$ cat config.mk
export PLATFORM = sky130hd
export DESIGN_NAME = positional_list_engine_top
export DESIGN_NICKNAME = d
export VERILOG_FILES = /design/src/rtl/ple_pkg.sv /design/src/rtl/ple_decode.sv /design/src/rtl/ple_array.sv /design/src/rtl/positional_list_engine_top.sv
export SDC_FILE = /design/constraint.sdc
export NUM_CORES = 1
export LEC_CHECK = 0
export ABC_AREA = 1
export BUFFER_PORTS_ARGS = -buffer_cell sky130_fd_sc_hd__buf_2
export CORE_MARGIN = 1
export CORE_UTILIZATION = 30
export DETAILED_ROUTE_END_ITERATION = 6
export HOLD_SLACK_MARGIN = 0.1
export SLEW_MARGIN = 25
export SYNTH_ARGS = -nofsm -noshare
export SYNTH_HDL_FRONTEND = slang
export SYNTH_SLANG_ARGS = --single-unit
$ cat constraint.sdc
create_clock -name clk -period 18.4 [get_ports clk]
set_input_delay 0 -clock clk [delete_from_list [all_inputs] [get_ports clk]]
set_output_delay 0 -clock clk [all_outputs]
set_load 0.03 [all_outputs]
$ cat src/rtl/ple_pkg.sv
// shared codes and control types for the positional list engine
package ple_pkg;

  // request codes
  localparam logic [2:0] CMD_INS_HEAD = 3'd0;
  localparam logic [2:0] CMD_INS_POS  = 3'd1;
  localparam logic [2:0] CMD_INS_TAIL = 3'd2;
  localparam logic [2:0] CMD_DEL_HEAD = 3'd3;
  localparam logic [2:0] CMD_DEL_POS  = 3'd4;
  localparam logic [2:0] CMD_DEL_TAIL = 3'd5;

  // status codes
  localparam logic [1:0] ST_OK     = 2'd0;
  localparam logic [1:0] ST_EMPTY  = 2'd1;
  localparam logic [1:0] ST_FULL   = 2'd2;
  localparam logic [1:0] ST_BADPOS = 2'd3;

  // fixed field widths
  localparam int CMD_W   = 3;
  localparam int VALUE_W = 32;
  localparam int POS_W   = 5;

  // decoded request control
  typedef struct packed {
    logic       do_ins;
    logic       do_del;
    logic [1:0] status;
  } ple_ctrl_t;

endpackage

$ cat src/rtl/ple_decode.sv
// request decode: checks the request against the count and picks the target place
module ple_decode import ple_pkg::*; #(
  parameter int LIST_DEPTH = 16
) (
  input  logic [CMD_W-1:0]                    cmd,
  input  logic [POS_W-1:0]                    position,
  input  logic [$clog2(LIST_DEPTH+1)-1:0]     count,
  output ple_ctrl_t                           ctrl,
  output logic [$clog2(LIST_DEPTH)-1:0]       place
);

  localparam int CNT_W = $clog2(LIST_DEPTH + 1);
  localparam int IDX_W = $clog2(LIST_DEPTH);
  localparam int CMP_W = ((CNT_W > POS_W) ? CNT_W : POS_W) + 1;

  logic [CMP_W-1:0] cnt_e;
  logic [CMP_W-1:0] pos_e;
  logic [CMP_W-1:0] place_w;
  logic             full;
  logic             empty;

  assign cnt_e = CMP_W'(count);
  assign pos_e = CMP_W'(position);
  assign full  = (cnt_e == CMP_W'(LIST_DEPTH));
  assign empty = (cnt_e == '0);
  assign place = place_w[IDX_W-1:0];

  // status and target place per request
  always_comb begin
    ctrl    = '{do_ins: 1'b0, do_del: 1'b0, status: ST_OK};
    place_w = '0;
    unique case (cmd)
      CMD_INS_HEAD: begin
        if (full) ctrl.status = ST_FULL;
        else ctrl.do_ins = 1'b1;
      end
      CMD_INS_POS: begin
        if (full) begin
          ctrl.status = ST_FULL;
        end else if (pos_e == '0 || pos_e > cnt_e + CMP_W'(1)) begin
          ctrl.status = ST_BADPOS;
        end else begin
          ctrl.do_ins = 1'b1;
          place_w     = pos_e - CMP_W'(1);
        end
      end
      CMD_INS_TAIL: begin
        if (full) begin
          ctrl.status = ST_FULL;
        end else begin
          ctrl.do_ins = 1'b1;
          place_w     = cnt_e;
        end
      end
      CMD_DEL_HEAD: begin
        if (empty) ctrl.status = ST_EMPTY;
        else ctrl.do_del = 1'b1;
      end
      CMD_DEL_POS: begin
        if (empty) begin
          ctrl.status = ST_EMPTY;
        end else if (pos_e == '0 || pos_e > cnt_e) begin
          ctrl.status = ST_BADPOS;
        end else begin
          ctrl.do_del = 1'b1;
          place_w     = pos_e - CMP_W'(1);
        end
      end
      CMD_DEL_TAIL: begin
        if (empty) begin
          ctrl.status = ST_EMPTY;
        end else begin
          ctrl.do_del = 1'b1;
          place_w     = cnt_e - CMP_W'(1);
        end
      end
      default: begin
        ctrl.status = ST_OK;
      end
    endcase
  end

endmodule

$ cat src/rtl/ple_array.sv
// shifting entry array and entry count
module ple_array import ple_pkg::*; #(
  parameter int LIST_DEPTH = 16
) (
  input  logic                                clk,
  input  logic                                rst_n,
  input  logic                                en,
  input  ple_ctrl_t                           ctrl,
  input  logic [$clog2(LIST_DEPTH)-1:0]       place,
  input  logic signed [VALUE_W-1:0]           value,
  output logic signed [VALUE_W-1:0]           rd_value,
  output logic [$clog2(LIST_DEPTH+1)-1:0]     count,
  output logic [$clog2(LIST_DEPTH+1)-1:0]     count_nxt
);

  localparam int CNT_W = $clog2(LIST_DEPTH + 1);
  localparam int IDX_W = $clog2(LIST_DEPTH);

  logic signed [VALUE_W-1:0] entries_r   [LIST_DEPTH];
  logic signed [VALUE_W-1:0] entries_nxt [LIST_DEPTH];
  logic [CNT_W-1:0]          count_r;

  assign count    = count_r;
  assign rd_value = entries_r[place];

  // next count
  always_comb begin
    count_nxt = count_r;
    if (en && ctrl.do_ins) count_nxt = count_r + CNT_W'(1);
    else if (en && ctrl.do_del) count_nxt = count_r - CNT_W'(1);
  end

  // per-entry shift select
  for (genvar k = 0; k < LIST_DEPTH; k++) begin : g_entry
    always_comb begin
      entries_nxt[k] = entries_r[k];
      if (ctrl.do_ins) begin
        if (IDX_W'(k) == place) entries_nxt[k] = value;
        else if (IDX_W'(k) > place) entries_nxt[k] = entries_r[(k > 0) ? k - 1 : 0];
      end else if (ctrl.do_del) begin
        if (IDX_W'(k) >= place && k < LIST_DEPTH - 1)
          entries_nxt[k] = entries_r[(k < LIST_DEPTH - 1) ? k + 1 : k];
      end
    end

    // entry storage, no reset
    always_ff @(posedge clk) begin
      if (en) entries_r[k] <= entries_nxt[k];
    end
  end

  // count register
  always_ff @(posedge clk) begin
    if (!rst_n) count_r <= '0;
    else count_r <= count_nxt;
  end

endmodule

$ cat src/rtl/positional_list_engine_top.sv
// positional list engine: ordered bounded list with head, position and tail requests
// path: a request taken into the input register is decoded and applied to the array,
// and its result is then registered together with the result strobe
// throughput: one request per cycle while busy is low, as all entries shift at once
// reset: synchronous active low, clears the count and pipeline valids; busy is
// high during reset and low otherwise; the receiver cannot stall results
module positional_list_engine_top import ple_pkg::*; #(
  parameter int LIST_DEPTH = 16
) (
  input  logic                                clk,
  input  logic                                rst_n,
  input  logic                                start,
  output logic                                busy,
  input  logic [CMD_W-1:0]                    in_cmd,
  input  logic signed [VALUE_W-1:0]           in_value,
  input  logic [POS_W-1:0]                    in_position,
  output logic                                out_strobe,
  output logic [1:0]                          out_status,
  output logic signed [VALUE_W-1:0]           out_removed_value,
  output logic [$clog2(LIST_DEPTH+1)-1:0]     out_entry_count
);

  localparam int CNT_W = $clog2(LIST_DEPTH + 1);
  localparam int IDX_W = $clog2(LIST_DEPTH);

  logic                      busy_r;
  logic                      req_vld_r;
  logic [CMD_W-1:0]          cmd_r;
  logic signed [VALUE_W-1:0] value_r;
  logic [POS_W-1:0]          pos_r;

  ple_ctrl_t                 ctrl;
  logic [IDX_W-1:0]          place;
  logic signed [VALUE_W-1:0] rd_value;
  logic [CNT_W-1:0]          count;
  logic [CNT_W-1:0]          count_nxt;

  logic                      strobe_r;
  logic [1:0]                status_r;
  logic signed [VALUE_W-1:0] removed_r;
  logic [CNT_W-1:0]          ecount_r;

  assign busy = busy_r;

  // input register
  always_ff @(posedge clk) begin
    if (!rst_n) begin
      busy_r    <= 1'b1;
      req_vld_r <= 1'b0;
    end else begin
      busy_r    <= 1'b0;
      req_vld_r <= start && !busy_r;
    end
  end

  always_ff @(posedge clk) begin
    if (start && !busy_r) begin
      cmd_r   <= in_cmd;
      value_r <= in_value;
      pos_r   <= in_position;
    end
  end

  ple_decode #(.LIST_DEPTH(LIST_DEPTH)) u_decode (
    .cmd      (cmd_r),
    .position (pos_r),
    .count    (count),
    .ctrl     (ctrl),
    .place    (place)
  );

  ple_array #(.LIST_DEPTH(LIST_DEPTH)) u_array (
    .clk       (clk),
    .rst_n     (rst_n),
    .en        (req_vld_r),
    .ctrl      (ctrl),
    .place     (place),
    .value     (value_r),
    .rd_value  (rd_value),
    .count     (count),
    .count_nxt (count_nxt)
  );

  // result register
  always_ff @(posedge clk) begin
    if (!rst_n) strobe_r <= 1'b0;
    else strobe_r <= req_vld_r;
  end

  always_ff @(posedge clk) begin
    if (req_vld_r) begin
      status_r  <= ctrl.status;
      removed_r <= ctrl.do_del ? rd_value : '0;
      ecount_r  <= count_nxt;
    end
  end

  assign out_strobe        = strobe_r;
  assign out_status        = status_r;
  assign out_removed_value = removed_r;
  assign out_entry_count   = ecount_r;

endmodule

==> impl_metrics.json, run 1 <==
{
  "power.total_mw": 3.28,
  "cts_inserted_buffers": 71,
  "hold_viol_final": 0,
  "detailed_place.area_mm2": 0.0367,
  "synth_common_cells": "nand2_1, edfxtp_1, o21ai_0",
  "synth.top_cell.area_share": 0.503,
  "cts_root_buf": "clkbuf_16",
  "dpl.hpwl_um": 68200,
  "register_area_mm2": 0.0179,
  "grt_setup_unrepaired": "no",
  "final_area_mm2": 0.0397,
  "die_x_um": 345,
  "grt_pass1_vias": 30700,
  "ff2ff_path_depth": 22,
  "ir_drop_v": 0.0000543,
  "pre_cts_ws_ps": 12260,
  "drt_iter0_markers": 3963,
  "drv_cap": 0,
  "fmax_mhz": 158,
  "synth-edff-count": 591,
  "nNetsFinal": 4501,
  "required_ps": 18730,
  "row_count": 125,
  "io_pins": 84,
  "crit_type": "reg -> reg",
  "crit_path_end_kind": "flip-flop",
  "hp-class": "in -> reg",
  "cts_buffer_depth": 3,
  "ys_types": 35,
  "cts_resized": 0,
  "ys_seq_area_frac": 0.508,
  "critPathMaxStageDelay_ps": 890,
  "portBuffers": 83,
  "clkTransAtPathRegs_ps": 60,
  "synth.area.top_cells": "edfxtp_1, nand2_1, o21ai_0",
  "p_leak_nw": 16.1,
  "drt_wl_total_um": 126000,
  "cts_tree": "yes",
  "insertion_delay_ps": 650,
  "path_max_fanout": 110,
  "final_cells": 6022,
  "core_mm2": 0.116,
  "yosysMostFrequentCell": "nand2_1",
  "setup_slack_ps": 12070,
  "syn_avg_cell_area_um2": 7.81,
  "gp_congestion": 0.850,
  "cts.sinks": 599,
  "slowest_stage": "buf_4",
  "synth_top_area_cell": "edfxtp_1",
  "syn-num-nets": 4569,
  "drive_above_1_share": 0.0687,
  "synth_ff_type": "edfxtp_1",
  "synth.ff_latch_count": 599,
  "slew_violations": 0,
  "wl_per_cell_um": 20.9,
  "finClkSkew_ps": 34.2,
  "max-slew-margin-rel": 0.239,
  "min_period_ps": 6330,
  "yosys_warnings": 0,
  "tns_ps": 0,
  "path_cells": "inv_1 -> ha_1 -> inv_1 -> ha_1 -> nand2_1 -> nand2_1 -> nand2_1 -> nand2_1 -> nand2_1 -> nand2_1 -> nand2_1 -> nand3_2 -> nand2_4 -> nand2_8 -> nand2_8 -> buf_4 -> nor2_1 -> nand2_2 -> buf_4 -> a21oi_1 -> o21ai_0 -> o21ai_0",
  "htree_levels": 3,
  "worst_pin_slew_ps": 1140,
  "multi_input_area_mm2": 0.0145,
  "synthArstFlopShare": 0,
  "dp_cells": 5820,
  "antenna_found_initial": 2,
  "drcViolationCount": 0,
  "die_h_um": 345,
  "outcome": "finished clean",
  "final_antenna_net_count": 0,
  "grt_pass1_wl_um": 189000,
  "hold_ws_ps": 116,
  "synthCells": 4513,
  "firstDrtPassIters": 6,
  "r2r_slack_ps": 12070,
  "syn-cell-area_mm2": 0.0353,
  "cp-start-kind": "flip-flop",
  "cts_setup_buffers": 0,
  "grt_max_degree": 172,
  "post_drt_via_cell_ratio": 5.35,
  "grt_overflow_total": 0,
  "hold_path_depth": 2,
  "powerDensity_mw_per_mm2": 82.7,
  "die_area_mm2": 0.119,
  "fin_crit_sh": 0.344,
  "fin_util": 0.341,
  "start_util": 0.303,
  "fillers": 12200,
  "via_count": 32200,
  "cts_hold_buf": 75,
  "area_delta_synth_final_pct": 12.5,
  "grt_use_total": 0.207,
  "arrival_ps": 6660,
  "setup_violations": 0,
  "crit_top_cell": "nand2_1"
}
[worst paths after layout]
| path | start | endpoint |
|---|---|---|
| max | u_array.count[0] | u_array.entries_r[2][10] |
| min | in_value[21] | value_r[21] |
| max reg2reg | u_array.count[0] | u_array.entries_r[2][10] |
| min reg2reg | busy | req_vld_r |
[report_power, final]
group          switching (mW)  internal [mW]  total [mW]
Sequential             0.0292           1.54        1.57
Clock                   0.598          0.807        1.40
Combinational           0.216         0.0929       0.308
Total                   0.842           2.44        3.28
[sequential cells by signal, summed over array words and instances, names as in the netlist]
signal and flops:
cmd_r 3, out_status 2, out_strobe 1, value_r 32, pos_r 5, u_array.entries_r 512, out_entry_count 5, busy 1
out_removed_value 32, u_array.count 5, req_vld_r 1
[cells by family (layout without fill, tap and decap cells)]
logic type / count (synthesis) / count (layout) / synth area share
AO/OA/AOI/OAI: 1083 / 1083 / 0.160
XOR/XNOR: 7 / 7 / 0.00174
adder cells (fa/ha/maj): 13 / 13 / 0.00461
buffers and inverters: 764 / 748 / 0.0880
flip-flops: 599 / 599 / 0.508
other: 0 / 1 / 0
AND/OR/NAND/NOR: 2047 / 2047 / 0.237
[layer usage]
| metal | up-vias | global-route usage | part of all wire |
|---|---|---|---|
| met5 | - | 0 | 0.000064 |
| met4 | 2 | 0.0878 | 0.040 |
| met3 | 267 | 0.0378 | 0.091 |
| met2 | 1513 | 0.335 | 0.45 |
| met1 | 15400 | 0.270 | 0.41 |
| li1 | 15100 | - | - |
[final cells by class]
| type | instances | share of cell area |
|---|---|---|
| Multi-Input combinational cell | 3150 | 0.365 |
| Clock buffer | 93 | 0.0484 |
| Clock inverter | 32 | 0.00753 |
| Sequential cell | 599 | 0.451 |
| Inverter | 404 | 0.0385 |
| Tap cell | 1524 | 0.0480 |
| Antenna cell | 1 | 0.0000630 |
| Timing Repair Buffer | 219 | 0.0417 |
[critical path, delay by kind of cell (launching register included)]
family          cells  cell delay (ps)
compound gates      3              350
fa+ha+maj           2              600
buf+inv             4             1730
flops               1              500
simple gates       13             2680
[placed cells by master, fill, tap and decap left out, drive strengths merged, types with 35 or more instances in the layout]
master       instances
o22ai               96
edfxtp             591
a21oi              364
nand3              396
nor3                37
clkbuf              93
nand2             1258
nor2               354
dlygate4sd3         75
inv                404
o211ai              35
o21ai              584
buf                144
Power figures use the tool's default switching activity.
==> inputs of run 2 (changes only) <==
==> constraint.sdc (replaced) <==
create_clock -name clk -period 5.8 [get_ports clk]
set_input_delay 0 -clock clk [delete_from_list [all_inputs] [get_ports clk]]
set_output_delay 0 -clock clk [all_outputs]
set_load 0.03 [all_outputs]
==> run 2 against run 1 <==
Compared with the run above: the flow now finishes with violations (DRC); total power grew to 3.1 times the previous value; sequential power grew to 3.2 times the previous value; first-iteration DRC count is 2.8% higher; clock skew is 15 ps lower; critical endpoint is now u_array.entries_r[3][17]; largest power group unchanged.
==> impl_metrics.json, run 2 (synthesis gave the netlist of run 1 again) <==
{
  "outcome": "finished, violations left",
  "violations": "DRC",
  "slew_violations": 0,
  "hold_path_depth": 2,
  "ff2ff_path_depth": 22,
  "wl_per_cell_um": 22.1,
  "fin_util": 0.343,
  "antenna_found_initial": 7,
  "power.total_mw": 10.3,
  "final_cells": 6032,
  "die_h_um": 345,
  "cts_tree": "yes",
  "path_max_fanout": 60,
  "crit_type": "reg -> reg",
  "dpl.hpwl_um": 72000,
  "hold_viol_final": 0,
  "max-slew-margin-rel": 0.193,
  "regMostFlops": "u_array.entries_r",
  "setup_violations": 0,
  "nNetsFinal": 4504,
  "via_count": 32600,
  "min_period_ps": 4880,
  "cp-start-kind": "flip-flop",
  "fillers": 12200,
  "ir_drop_v": 0.000174,
  "post_drt_via_cell_ratio": 5.40,
  "hp-class": "in -> reg",
  "io_pins": 84,
  "required_ps": 6150,
  "core_mm2": 0.116,
  "worst_pin_slew_ps": 1210,
  "htree_levels": 3,
  "gp_congestion": 0.856,
  "crit_path_end_kind": "flip-flop",
  "drt_iter0_markers": 4074,
  "fin_crit_sh": 0.842,
  "final_antenna_net_count": 0,
  "arrival_ps": 5230,
  "grt_max_degree": 227,
  "finClkSkew_ps": 19.6,
  "dp_cells": 5834,
  "drive_above_1_share": 0.0708,
  "grt_pass1_wl_um": 197000,
  "start_util": 0.303,
  "layout_commonest_cell": "nand2_1",
  "drcViolationCount": 1,
  "cts_setup_buffers": 0,
  "mostFrequentLayoutCells": "nand2_1, edfxtp_1, o21ai_0",
  "insertion_delay_ps": 640,
  "grt_pass1_vias": 30900,
  "cts.sinks": 599,
  "die_x_um": 345,
  "cts_root_buf": "clkbuf_16",
  "row_count": 125,
  "drt_wl_total_um": 133000,
  "powerDensity_mw_per_mm2": 259,
  "detailed_place.area_mm2": 0.0370,
  "cts_inserted_buffers": 70,
  "hold_ws_ps": 119,
  "area_delta_synth_final_pct": 13.0,
  "p_leak_nw": 16.2,
  "firstDrtPassIters": 7,
  "final_area_mm2": 0.0399,
  "grt_use_total": 0.219,
  "cts_buffer_depth": 3,
  "fmax_mhz": 205,
  "die_area_mm2": 0.119,
  "portBuffers": 83,
  "largest_reg_flops": 512,
  "clkTransAtPathRegs_ps": 60,
  "drv_cap": 0,
  "grt_overflow_total": 0,
  "grt_setup_unrepaired": "no"
}
[run 2: worst max-delay path: stages (launching register included)]
cell and delay, ps:
dfxtp_1 510, inv_1 140, ha_1 320, inv_1 80, ha_1 290, nand2_1 50, nand2_1 60, nand2_1 40
nand2_1 50, nand2_1 50, nand2_1 50, nand2_1 80, nand3_2 120, nand2_4 120, nand2_8 380, nand2_8 420
nand2_4 240, inv_4 90, nand2_2 360, buf_4 710, nand2_1 140, o211ai_1 110, o21ai_0 110
[run 2: stage by stage]
stage | setup TNS (ps) | setup slack, ps
after global routing | 0 | 630
after CTS | 0 | 982
after detailed placement | 0 | 1020
after global placement | 0 | 1050
final | 0 | 916
after floorplan | -33030 | -266
[run 2: worst paths after layout]
check	start	end	slack [ps]
setup / recovery	u_array.count[0]	u_array.entries_r[3][17]	920
hold / removal	in_value[13]	value_r[13]	120
setup reg to reg	u_array.count[0]	u_array.entries_r[3][17]	920
hold reg to reg	busy	req_vld_r	500
[run 2: per-layer routing]
metal	vias up	track usage	routed length, um
met3	306	0.0277	12000
met4	4	0.0920	5380
met5	-	0	30
met1	15400	0.290	53900
li1	15100	-	-
met2	1794	0.360	61800
[run 2: layout make-up]
cell class                      count  area, um2  area share
Antenna cell                        5       12.5    0.000314
Clock buffer                      101       1990      0.0500
Clock inverter                     26        165     0.00414
Inverter                          404       1530      0.0383
Multi-Input combinational cell   3150      14500       0.363
Sequential cell                   599      17900       0.449
Tap cell                         1524       1910      0.0478
Timing Repair Buffer              223       1870      0.0469
[run 2: timing repair]
action	CTS	global route
gates resized for setup	0	0
hold endpoints to repair	64	0
hold buffers	66	0
[run 2: power breakdown]
part	total [mW]	internal, mW	switching [mW]
Sequential	4.99	4.89	0.0960
Combinational	0.992	0.301	0.691
Clock	4.33	2.44	1.89
Total	10.3	7.63	2.68
